$ cat src/hdl/spr_pkg.sv
package spr_pkg;

   localparam int CAPACITY     = 16;
   localparam int HANDLE_WIDTH = 16;
   localparam int ID_W         = 32;
   localparam int CNT_W        = $clog2(CAPACITY + 1);
   localparam int OUT_CNT_W    = 5;

   typedef enum logic [2:0] {
      REQ_ADD    = 3'd0,
      REQ_REMOVE = 3'd1,
      REQ_PURGE  = 3'd2,
      REQ_QUERY  = 3'd3,
      REQ_CLEAR  = 3'd4
   } req_code_type;

   typedef struct packed {
      logic [HANDLE_WIDTH-1:0] handle;
      logic [ID_W-1:0]         id;
      logic                    rel;
      logic                    mark;
   } entry_type;

   typedef struct packed {
      logic                    ins_en;
      logic                    mark_en;
      logic                    del_en;
      logic                    first_only;
      logic                    by_handle;
      logic [HANDLE_WIDTH-1:0] handle;
      logic [ID_W-1:0]         id;
      logic                    rel;
   } cell_cmd_type;

endpackage

$ cat src/hdl/spr_cell.sv
module spr_cell import spr_pkg::*; (
   input  logic         clock,
   input  cell_cmd_type cmd,
   input  logic         occ,
   input  entry_type    prev_entry,
   input  entry_type    next_entry,
   input  logic         gt_seen_in,
   input  logic         mark_seen_in,
   input  logic         match_seen_in,
   output entry_type    entry_out,
   output logic         gt_seen_out,
   output logic         mark_seen_out,
   output logic         match_seen_out,
   output logic         hit_out
);

   entry_type entry_ff;
   entry_type entry_in;
   logic      gt_here;
   logic      match_here;

   // An empty slot counts as larger, so an insert with no larger id lands
   // at the back. An unreliable add treats every slot as larger and lands
   // at the front.
   assign gt_here        = !cmd.rel || !occ || (entry_ff.id > cmd.id);
   assign gt_seen_out    = gt_seen_in || gt_here;
   assign match_here     = occ && (cmd.by_handle ? (entry_ff.handle == cmd.handle)
                                                 : (entry_ff.id == cmd.id));
   assign match_seen_out = match_seen_in || match_here;
   assign mark_seen_out  = mark_seen_in || entry_ff.mark;
   assign hit_out        = occ && entry_ff.rel && (entry_ff.id == cmd.id);
   assign entry_out      = entry_ff;

   always_comb begin
      entry_in = entry_ff;
      if (cmd.ins_en) begin
         if (gt_seen_in) begin
            entry_in      = prev_entry;
            entry_in.mark = 1'b0;
         end else if (gt_here) begin
            entry_in.handle = cmd.handle;
            entry_in.id     = cmd.id;
            entry_in.rel    = cmd.rel;
            entry_in.mark   = 1'b0;
         end
      end else if (cmd.mark_en) begin
         entry_in.mark = match_here && !(cmd.first_only && match_seen_in);
      end else if (cmd.del_en) begin
         // The frontmost marked slot and everything behind it move up by one.
         if (mark_seen_out) begin
            entry_in = next_entry;
         end
      end
   end

   always_ff @(posedge clock) begin
      entry_ff <= entry_in;
   end

endmodule

$ cat src/hdl/sorted_packet_retain_list.sv
// Add, query, clear and unused codes: S_EXEC produces the result, which is registered
// into the response (held in S_DONE while the response output is stalled).
// Remove and purge: S_EXEC marks the matching entries, then S_SQUEEZE removes them,
// one slot compaction per cycle. A new request is taken only back in S_IDLE.
// Synchronous active-high reset empties the list; slot contents are not cleared.
module sorted_packet_retain_list import spr_pkg::*; (
   input  logic                 clock,
   input  logic                 reset,
   input  logic                 req_valid,
   output logic                 req_ready,
   input  logic [2:0]           req_type,
   input  logic [15:0]          req_entry_handle,
   input  logic [ID_W-1:0]      req_packet_id,
   input  logic                 req_reliable,
   output logic                 rsp_valid,
   input  logic                 rsp_ready,
   output logic                 rsp_accepted,
   output logic                 rsp_hit,
   output logic [OUT_CNT_W-1:0] rsp_removed_count,
   output logic [OUT_CNT_W-1:0] rsp_occupancy
);

   typedef enum logic [1:0] {
      S_IDLE,
      S_EXEC,
      S_SQUEEZE,
      S_DONE
   } state_type;

   state_type               state_ff;
   logic [2:0]              code_ff;
   logic [HANDLE_WIDTH-1:0] handle_ff;
   logic [ID_W-1:0]         id_ff;
   logic                    rel_ff;
   logic [CNT_W-1:0]        fill_ff;
   logic [CNT_W-1:0]        cnt_ff;
   logic                    res_acc_ff;
   logic                    res_hit_ff;
   logic                    rsp_valid_ff;
   logic                    rsp_acc_ff;
   logic                    rsp_hit_ff;
   logic [OUT_CNT_W-1:0]    rsp_cnt_ff;
   logic [OUT_CNT_W-1:0]    rsp_occ_ff;

   cell_cmd_type            cmd;
   entry_type               entries [CAPACITY];
   logic [CAPACITY:0]       gt_chain;
   logic [CAPACITY:0]       mark_chain;
   logic [CAPACITY:0]       match_chain;
   logic [CAPACITY-1:0]     hits;
   logic [CAPACITY-1:0]     occ;

   logic                    is_add;
   logic                    is_remove;
   logic                    is_purge;
   logic                    full;
   logic                    any_mark;
   logic                    out_free;
   logic                    fin_go;
   logic                    fin_acc;
   logic                    fin_hit;
   logic [CNT_W-1:0]        fin_cnt;
   logic [CNT_W-1:0]        fill_in;

   assign is_add    = (code_ff == REQ_ADD);
   assign is_remove = (code_ff == REQ_REMOVE);
   assign is_purge  = (code_ff == REQ_PURGE);
   assign full      = (fill_ff >= CNT_W'(CAPACITY));
   assign any_mark  = mark_chain[CAPACITY];
   assign out_free  = !rsp_valid_ff || rsp_ready;

   always_comb begin
      cmd            = '0;
      cmd.ins_en     = (state_ff == S_EXEC) && is_add && !full;
      cmd.mark_en    = (state_ff == S_EXEC) && (is_remove || is_purge);
      cmd.del_en     = (state_ff == S_SQUEEZE) && any_mark;
      cmd.first_only = is_remove;
      cmd.by_handle  = is_remove;
      cmd.handle     = handle_ff;
      cmd.id         = id_ff;
      cmd.rel        = rel_ff;
   end

   assign gt_chain[0]    = 1'b0;
   assign mark_chain[0]  = 1'b0;
   assign match_chain[0] = 1'b0;

   for (genvar i = 0; i < CAPACITY; i++) begin : g_cell
      entry_type prev_e;
      entry_type next_e;

      assign occ[i] = (CNT_W'(i) < fill_ff);

      if (i == 0) begin : g_first
         assign prev_e = '0;
      end else begin : g_mid
         assign prev_e = entries[i-1];
      end

      if (i == CAPACITY - 1) begin : g_last
         assign next_e = '0;
      end else begin : g_inner
         assign next_e = entries[i+1];
      end

      spr_cell u_cell (
         .clock          (clock),
         .cmd            (cmd),
         .occ            (occ[i]),
         .prev_entry     (prev_e),
         .next_entry     (next_e),
         .gt_seen_in     (gt_chain[i]),
         .mark_seen_in   (mark_chain[i]),
         .match_seen_in  (match_chain[i]),
         .entry_out      (entries[i]),
         .gt_seen_out    (gt_chain[i+1]),
         .mark_seen_out  (mark_chain[i+1]),
         .match_seen_out (match_chain[i+1]),
         .hit_out        (hits[i])
      );
   end

   // Result of the request that completes in this cycle, if any.
   always_comb begin
      fin_go  = 1'b0;
      fin_acc = 1'b1;
      fin_hit = 1'b0;
      fin_cnt = '0;
      fill_in = fill_ff;
      case (state_ff)
         S_EXEC: begin
            case (code_ff)
               REQ_ADD: begin
                  fin_go = 1'b1;
                  if (full) begin
                     fin_acc = 1'b0;
                  end else begin
                     fill_in = fill_ff + CNT_W'(1);
                  end
               end
               REQ_REMOVE, REQ_PURGE: begin
                  fin_go = 1'b0;
               end
               REQ_QUERY: begin
                  fin_go  = 1'b1;
                  fin_hit = |hits;
               end
               REQ_CLEAR: begin
                  fin_go  = 1'b1;
                  fin_cnt = fill_ff;
                  fill_in = '0;
               end
               default: begin
                  fin_go = 1'b1;
               end
            endcase
         end
         S_SQUEEZE: begin
            fin_hit = res_hit_ff;
            fin_cnt = cnt_ff;
            if (any_mark) begin
               fill_in = fill_ff - CNT_W'(1);
            end else begin
               fin_go = 1'b1;
            end
         end
         S_DONE: begin
            fin_go  = 1'b1;
            fin_acc = res_acc_ff;
            fin_hit = res_hit_ff;
            fin_cnt = cnt_ff;
         end
         default: begin
            fin_go = 1'b0;
         end
      endcase
   end

   always_ff @(posedge clock) begin
      if (reset) begin
         state_ff     <= S_IDLE;
         fill_ff      <= '0;
         rsp_valid_ff <= 1'b0;
      end else begin
         fill_ff <= fill_in;
         if (rsp_valid_ff && rsp_ready) begin
            rsp_valid_ff <= 1'b0;
         end
         if (fin_go && out_free) begin
            rsp_valid_ff <= 1'b1;
            rsp_acc_ff   <= fin_acc;
            rsp_hit_ff   <= fin_hit;
            rsp_cnt_ff   <= OUT_CNT_W'(fin_cnt);
            rsp_occ_ff   <= OUT_CNT_W'(fill_in);
         end
         case (state_ff)
            S_IDLE: begin
               if (req_valid) begin
                  code_ff   <= req_type;
                  handle_ff <= HANDLE_WIDTH'(req_entry_handle);
                  id_ff     <= req_packet_id;
                  rel_ff    <= req_reliable;
                  state_ff  <= S_EXEC;
               end
            end
            S_EXEC: begin
               if (is_remove || is_purge) begin
                  cnt_ff     <= '0;
                  res_hit_ff <= is_remove && match_chain[CAPACITY];
                  state_ff   <= S_SQUEEZE;
               end else if (out_free) begin
                  state_ff <= S_IDLE;
               end else begin
                  res_acc_ff <= fin_acc;
                  res_hit_ff <= fin_hit;
                  cnt_ff     <= fin_cnt;
                  state_ff   <= S_DONE;
               end
            end
            S_SQUEEZE: begin
               if (any_mark) begin
                  cnt_ff <= cnt_ff + CNT_W'(1);
               end else if (out_free) begin
                  state_ff <= S_IDLE;
               end else begin
                  res_acc_ff <= 1'b1;
                  state_ff   <= S_DONE;
               end
            end
            S_DONE: begin
               if (out_free) begin
                  state_ff <= S_IDLE;
               end
            end
            default: begin
               state_ff <= S_IDLE;
            end
         endcase
      end
   end

   assign req_ready         = (state_ff == S_IDLE);
   assign rsp_valid         = rsp_valid_ff;
   assign rsp_accepted      = rsp_acc_ff;
   assign rsp_hit           = rsp_hit_ff;
   assign rsp_removed_count = rsp_cnt_ff;
   assign rsp_occupancy     = rsp_occ_ff;

endmodule
$ cat config.mk
export PLATFORM = sky130hd
export DESIGN_NAME = sorted_packet_retain_list
export DESIGN_NICKNAME = d
export VERILOG_FILES = /design/src/hdl/spr_pkg.sv /design/src/hdl/spr_cell.sv /design/src/hdl/sorted_packet_retain_list.sv
export SDC_FILE = /design/constraint.sdc
export NUM_CORES = 2
export LEC_CHECK = 0
export ABC_CLOCK_PERIOD_IN_PS = 15800
export BUFFER_PORTS_ARGS = -buffer_cell sky130_fd_sc_hd__buf_2
export CAP_MARGIN = 25
export CORE_ASPECT_RATIO = 0.5
export CORE_UTILIZATION = 35
export CTS_CLUSTER_DIAMETER = 50
export CTS_CLUSTER_SIZE = 10
export DETAILED_ROUTE_END_ITERATION = 12
export GPL_ROUTABILITY_DRIVEN = 0
export SYNTH_ARGS = -nofsm -noshare
export SYNTH_HDL_FRONTEND = slang
export SYNTH_HIERARCHICAL = 1
export SYNTH_SLANG_ARGS = --single-unit
$ cat constraint.sdc
create_clock -name clock -period 15.8 [get_ports clock]
set_input_delay 3.16 -clock clock [delete_from_list [all_inputs] [get_ports clock]]
set_output_delay 3.16 -clock clock [all_outputs]
set_load 0.01 [all_outputs]
Yosys cells after proc, flatten, opt, wreduce, memory -nomap -nowiden
Cells that the tools add are included.

storage, ports and cells
  bits in registers = 879
  logic and storage cells = 615
  input bits = 56

cells by class
  bitwise gates (word level) = 1
  equality and inequality tests = 65
  order comparisons = 33
  reductions and logical operators = 275
  muxes and demuxes = 160
  add/subtract/negate cells = 3

operators by type and width
  operator                                                                  count
  50-bit two-way mux                                                        79
  49-bit two-way mux                                                        16
  32-bit equality test                                                      16
  32-bit greater-than comparator                                            16
  16-bit equality test                                                      16
  1-bit logical AND                                                         85
  1-bit logical OR                                                          78
  4-bit AND reduction                                                       17
  3-bit AND reduction                                                       18
  3-bit nonzero test                                                        16
  1-bit two-way mux                                                         45
  3-bit by 1-bit inequality test with 1-bit output (second input constant)  15
  4-bit by 5-bit < comparator with 1-bit output (first input constant)      8
  5-bit case mux with 2 select lines                                        4
  2-bit nonzero test                                                        19
  1-bit zero test                                                           34
  5-bit two-way mux                                                         6
  3-bit by 5-bit < comparator with 1-bit output (first input constant)      4
  16-bit OR reduction                                                       1
  2-bit inequality test (second input constant)                             7
  5-bit by 1-bit adder with 5-bit output (second input constant)            2
  1-bit by 5-bit < comparator with 1-bit output (first input constant)      2
  2-bit by 5-bit < comparator with 1-bit output (first input constant)      2
  2-bit two-way mux                                                         5
  18 further kinds                                                          26

Logic depth before layout (Yosys ltp)
  word-level depth = 22
  depth in mapped cells = 84
  gate-level depth less buffers = 69

Modules after synthesis
The synthesis kept the hierarchy.

by module, submodules not included
  module                           instances  sequential area each (sq um)  cells an instance  area an instance (sq um)
  spr_cell (g_cell[0].u_cell ...)  15         1501.4                        372                3614.7
  spr_cell (g_cell[9].u_cell)      1          1501.4                        372                3619.7
  sorted_packet_retain_list        1          2292.2                        247                3410.8

Least setup slack after synthesis
Ideal clock, no wire load.

  kind = reg2reg
  start point = register id_ff[29]
  end point = register g_cell[15].u_cell.entry_ff (netlist bit g_cell[15].u_cell/entry_out[10]), enable pin
  slack = 1.450 ns
  buffers on the path = 15
  arrival = 13.760 ns
  period minus slack after synthesis = 14.350 ns
  data required time = 15.210 ns
  stages on the path, launching flop included = 85
  library setup time = 0.590 ns
  cells stage by stage = edfxtp_1 inv_1 ha_1 a21o_1 a21o_1 a221oi_1 nand4_1 o31ai_2 inv_1 clkbuf_1 nor2b_1 nand2_1 o31ai_2 inv_1 clkbuf_1 nor2b_1 nand2_1 o31ai_2 (+49 left out) nand2_1 o31ai_2 inv_1 clkbuf_1 nor2b_1 nand2_1 o31ai_2 inv_1 clkbuf_1 nor2b_1 nand2_1 o31ai_2 inv_1 clkbuf_1 nor2b_1 nand2_1 o31ai_2 a21oi_1

between the ends
  word-level cells in the longest chain between the ends = 18

ends and longest elaborated chain
  what                                                        line                              text
  start, declared                                             sorted_packet_retain_list.sv:33   logic [ID_W-1:0] id_ff;
  start signal, assigned                                      sorted_packet_retain_list.sv:201  id_ff <= req_packet_id;
  32-bit greater-than comparator                              spr_cell.sv:25                    assign gt_here = !cmd.rel || !occ || (entry_ff.id > cmd.id);
  1-bit logical OR                                            spr_cell.sv:25
  net gt_chain[1]                                             sorted_packet_retain_list.sv:47   logic [CAPACITY:0] gt_chain;
  1-bit logical OR                                            spr_cell.sv:26                    assign gt_seen_out = gt_seen_in || gt_here;
  net gt_chain[2]                                             sorted_packet_retain_list.sv:47
  1-bit logical OR                                            spr_cell.sv:26
  net gt_chain[3]                                             sorted_packet_retain_list.sv:47
  1-bit logical OR                                            spr_cell.sv:26
  net gt_chain[4]                                             sorted_packet_retain_list.sv:47
  (+1 left out)                                               --
  net gt_chain[5]                                             sorted_packet_retain_list.sv:47
  (+1 left out)                                               --
  net gt_chain[6]                                             sorted_packet_retain_list.sv:47
  (+1 left out)                                               --
  net gt_chain[7]                                             sorted_packet_retain_list.sv:47
  (+1 left out)                                               --
  net gt_chain[8]                                             sorted_packet_retain_list.sv:47
  (+1 left out)                                               --
  net gt_chain[9]                                             sorted_packet_retain_list.sv:47
  (+1 left out)                                               --
  net gt_chain[10]                                            sorted_packet_retain_list.sv:47
  (+1 left out)                                               --
  net gt_chain[11]                                            sorted_packet_retain_list.sv:47
  (+1 left out)                                               --
  net gt_chain[12]                                            sorted_packet_retain_list.sv:47
  1-bit logical OR                                            spr_cell.sv:26
  net gt_chain[13]                                            sorted_packet_retain_list.sv:47
  1-bit logical OR                                            spr_cell.sv:26
  net gt_chain[14]                                            sorted_packet_retain_list.sv:47
  1-bit logical OR                                            spr_cell.sv:26
  net gt_chain[15]                                            sorted_packet_retain_list.sv:47
  3-bit by 1-bit inequality test with 1-bit output (no line)  --
  4-bit AND reduction (no line)                               --
  end signal, assigned                                        spr_cell.sv:57                    entry_ff <= entry_in;
  end, declared                                               spr_cell.sv:17                    entry_type entry_ff;

The timed path passes the listed nets, and every way through them passes these cells.
A chain may end at the register's enable or synchronous reset.

Worst setup path after layout
  start point = register g_cell[0].u_cell.entry_ff (netlist bit g_cell[0].u_cell/entry_out[9])
  end point = register g_cell[15].u_cell.entry_ff (netlist bit g_cell[15].u_cell/entry_out[29]), enable pin

between the ends
  word-level cells in the longest chain between the ends = 18

ends and longest elaborated chain
  what                                                        line
  start, declared                                             spr_cell.sv:17
  start signal, assigned                                      spr_cell.sv:57
  32-bit greater-than comparator                              spr_cell.sv:25
  1-bit logical OR                                            spr_cell.sv:25
  net gt_chain[1]                                             sorted_packet_retain_list.sv:47
  1-bit logical OR                                            spr_cell.sv:26
  net gt_chain[2]                                             sorted_packet_retain_list.sv:47
  1-bit logical OR                                            spr_cell.sv:26
  net gt_chain[3]                                             sorted_packet_retain_list.sv:47
  1-bit logical OR                                            spr_cell.sv:26
  net gt_chain[4]                                             sorted_packet_retain_list.sv:47
  (+1 left out)                                               --
  net gt_chain[5]                                             sorted_packet_retain_list.sv:47
  (+1 left out)                                               --
  net gt_chain[6]                                             sorted_packet_retain_list.sv:47
  (+1 left out)                                               --
  net gt_chain[7]                                             sorted_packet_retain_list.sv:47
  (+1 left out)                                               --
  net gt_chain[8]                                             sorted_packet_retain_list.sv:47
  (+1 left out)                                               --
  net gt_chain[9]                                             sorted_packet_retain_list.sv:47
  (+1 left out)                                               --
  net gt_chain[10]                                            sorted_packet_retain_list.sv:47
  (+1 left out)                                               --
  net gt_chain[11]                                            sorted_packet_retain_list.sv:47
  (+1 left out)                                               --
  net gt_chain[12]                                            sorted_packet_retain_list.sv:47
  1-bit logical OR                                            spr_cell.sv:26
  net gt_chain[13]                                            sorted_packet_retain_list.sv:47
  1-bit logical OR                                            spr_cell.sv:26
  net gt_chain[14]                                            sorted_packet_retain_list.sv:47
  1-bit logical OR                                            spr_cell.sv:26
  net gt_chain[15]                                            sorted_packet_retain_list.sv:47
  3-bit by 1-bit inequality test with 1-bit output (no line)  --
  4-bit AND reduction (no line)                               --

The timed path passes the listed nets, and every way through them passes these cells.

==> results.md <==
- Status: finished, final reports clean
- Switching Share: 27.2%
- Hold crit path type: flop to flop
- Setup violators final: 0
- Fraction of layout instances using a drive strength above 1: 8.18%
- Setup slack, reg-to-reg: 1080 ps
- Crit path required time: 16,220 ps
- Reg2Reg Depth: 70
- Yosys warnings: 6
- Clock power frac: 41.6%
- Most frequent cells in the layout: a21oi_1 (1,013), nor2_1 (890), edfxtp_1 (871)
- Total number of vias: 46,995
- Number of antenna violations at the first check in global routing: 13
- Max_cap viols: 0
- Hpwl dp: 131,000 um
- Worst path bufs/invs: 17
- Routed WL per cell: 20.8 um
- Synth-to-Final Area Change: 11.9%
- Actual slew at the worst max-slew pin: 1170 ps
- Residual DRC: 0
- Psw: 1.66 mW
- Die ar.: 177,000 um2
- FF-to-FF End: g_cell[15].u_cell/entry_out[29]$_DFFE_PP_
- WHS Path Cells: 2
- Internal power: 4.43 mW
- Critical Path End Type: flop
- Clock root buffer: clkbuf_16
- Final instance area: 68,500 um2
- Clk slew on worst S/H paths: 60 ps
- Die span in y: 298 um
- Worst setup margin: 1080 ps
- Nets: 6,896
- CTS tree: yes
- Initial Util: 35.3%
- Maximum fanout along the worst path: 50
- Clk sinks: 879
- H-tree depth: 3
- Highest ir drop seen on vdd: 83.6 uV
- First-pass GRT wire length: 277,000 um
- Vias in the first global route: 45,735
- Min Hold Slack: 525 ps
- Comb power frac: 13.1%
- PwrDens: 88.8 nW/um2
- CP Launch Type: flop
- Final hold vios: 0
- Most common cell after layout, fill and taps aside: a21oi_1
- Slowest cell on the critical path: o211ai_1
- Final WL: 181,000 um
- ANT nets after route: 0
- Cell Area, Synth: 61,200 um2
- Synth Instances: 6,198
- Core Region: 174,000 um2
- Total power: 6.09 mW
- Dpl ws: 248 ps
- Min-Delay Startpoint: state_ff[1]$_SDFFE_PP0P_
- Final Slew Violations: 0
- Flop pwr share: 45.3%
- Ports: 70
- Period utilisation layout: 93.1%
- Hold worst-path end: state_ff[1]$_SDFFE_PP0P_
- Slew HR: 21.8%
- Slowest stage delay, CP: 490 ps
- Cts hold-fix bufs: 0
- Pre-antenna DRT Iters: 6
- Reg-to-Reg Start: g_cell[0].u_cell/entry_out[9]$_DFFE_PP_
- Clock latency at the later pin of the worst-skew pair: 740 ps
- Largest net degree at the start of global routing: 246
- Crit path time final: 14,720 ps
- Die span in x: 594 um
- Port Buffers: 69
- Crit-path leading delay family: compound AO/OA/AOI/OAI gates
- Vias per std cell: 5.40
- Clock Skew: 35.9 ps
- Cell row count: 108
- Total track usage: 19.9%
- CP arrival: 15,140 ps
- DRT iter0 DRCs: 4,231
- Syn avg cell area: 9.88 um2
- Max Freq: 67.9 MHz
- Bufs on Longest Clock Path: 3
- TritonCTS buffer count: 115
- Leakage power: 32.5 nW
- Type of the worst setup path: flop to flop
- Placed cell areas: 64,800 um2
- GR Overflow Total: 0
-- per-stage QoR --
stage	utilization, %	TNS (ps)	instances
2_1_floorplan	-	0	6300
3_3_place_gp	37.3	0	8505
3_5_place_dp	37.3	0	8508
4_1_cts	39.4	0	8696
5_1_grt	39.5	-1960	8704
6_report	39.5	0	8706
-- power groups by stage --
stage / Combinational [mW] / Sequential, mW / Clock, mW
final: 0.797 / 2.76 / 2.53
after global routing: 0.896 / 2.76 / 2.67
after CTS: 0.788 / 2.76 / 2.59
after detailed placement: 0.784 / 2.80 / 0
after global placement: 0.764 / 2.80 / 0
after floorplan: 0.506 / 2.83 / 0
-- area by class of cell --
class                           count  area, um2
Fill cell                       17091     105000
Multi-Input combinational cell   4564      32300
Sequential cell                   879      26300
Clock buffer                      142       3040
Tap cell                         2310       2890
Inverter                          570       2140
Timing Repair Buffer              190       1370
Clock inverter                     46        464
Antenna cell                        5       12.5
-- timing repair --
action / in CTS / in global routing
resized for setup: 0 / 13
setup buffers: 0 / 2
endpoints found under the setup margin: 0 / 148
-- sequential cells by signal, indices dropped and copies added (netlist names), 2 cells and up --
name and cells:
rsp_occupancy 5, g_cell.u_cell/entry_out 800, code_ff 3, rsp_removed_count 5, cnt_ff 5, state_ff 2
fill_ff 5, id_ff 32, handle_ff 16
-- worst reg2reg max path: cells and delay by family, from the launching register on --
kind	cells	cell delay [ps]
AO/OA/AOI/OAI	19	6430
adder cells (fa/ha/maj)	1	320
buffers and inverters	17	1570
flip-flops	1	390
AND/OR/NAND/NOR	33	5690
-- routing by layer --
| layer | global-route usage (%) | part of all wire, % | vias to the layer above |
|---|---|---|---|
| met3 | 3.46 | 6.9 | 239 |
| met5 | 0 | 0.0094 | - |
| met1 | 28.5 | 46 | 22913 |
| met2 | 30.5 | 43 | 1252 |
| li1 | - | - | 22589 |
| met4 | 6.47 | 3.1 | 2 |
-- worst max path at each step --
| stage | start | endpoint | slack, ps | depth (start not counted) |
|---|---|---|---|---|
| after floorplan | id_ff[29]$_DFFE_PP_ | g_cell[15].u_cell/entry_out[10]$_DFFE_PP_ | 1490 | 84 |
| after global placement | id_ff[7]$_DFFE_PP_ | g_cell[15].u_cell/entry_out[28]$_DFFE_PP_ | 510 | 70 |
| after detailed placement | g_cell[0].u_cell/entry_out[9]$_DFFE_PP_ | g_cell[15].u_cell/entry_out[28]$_DFFE_PP_ | 250 | 69 |
| after CTS | g_cell[0].u_cell/entry_out[9]$_DFFE_PP_ | g_cell[15].u_cell/entry_out[21]$_DFFE_PP_ | 160 | 69 |
| after global routing | id_ff[7]$_DFFE_PP_ | g_cell[15].u_cell/entry_out[29]$_DFFE_PP_ | -100 | 71 |
| final | g_cell[0].u_cell/entry_out[9]$_DFFE_PP_ | g_cell[15].u_cell/entry_out[29]$_DFFE_PP_ | 1080 | 70 |
No activity file was read; power rests on OpenSTA's default activity.
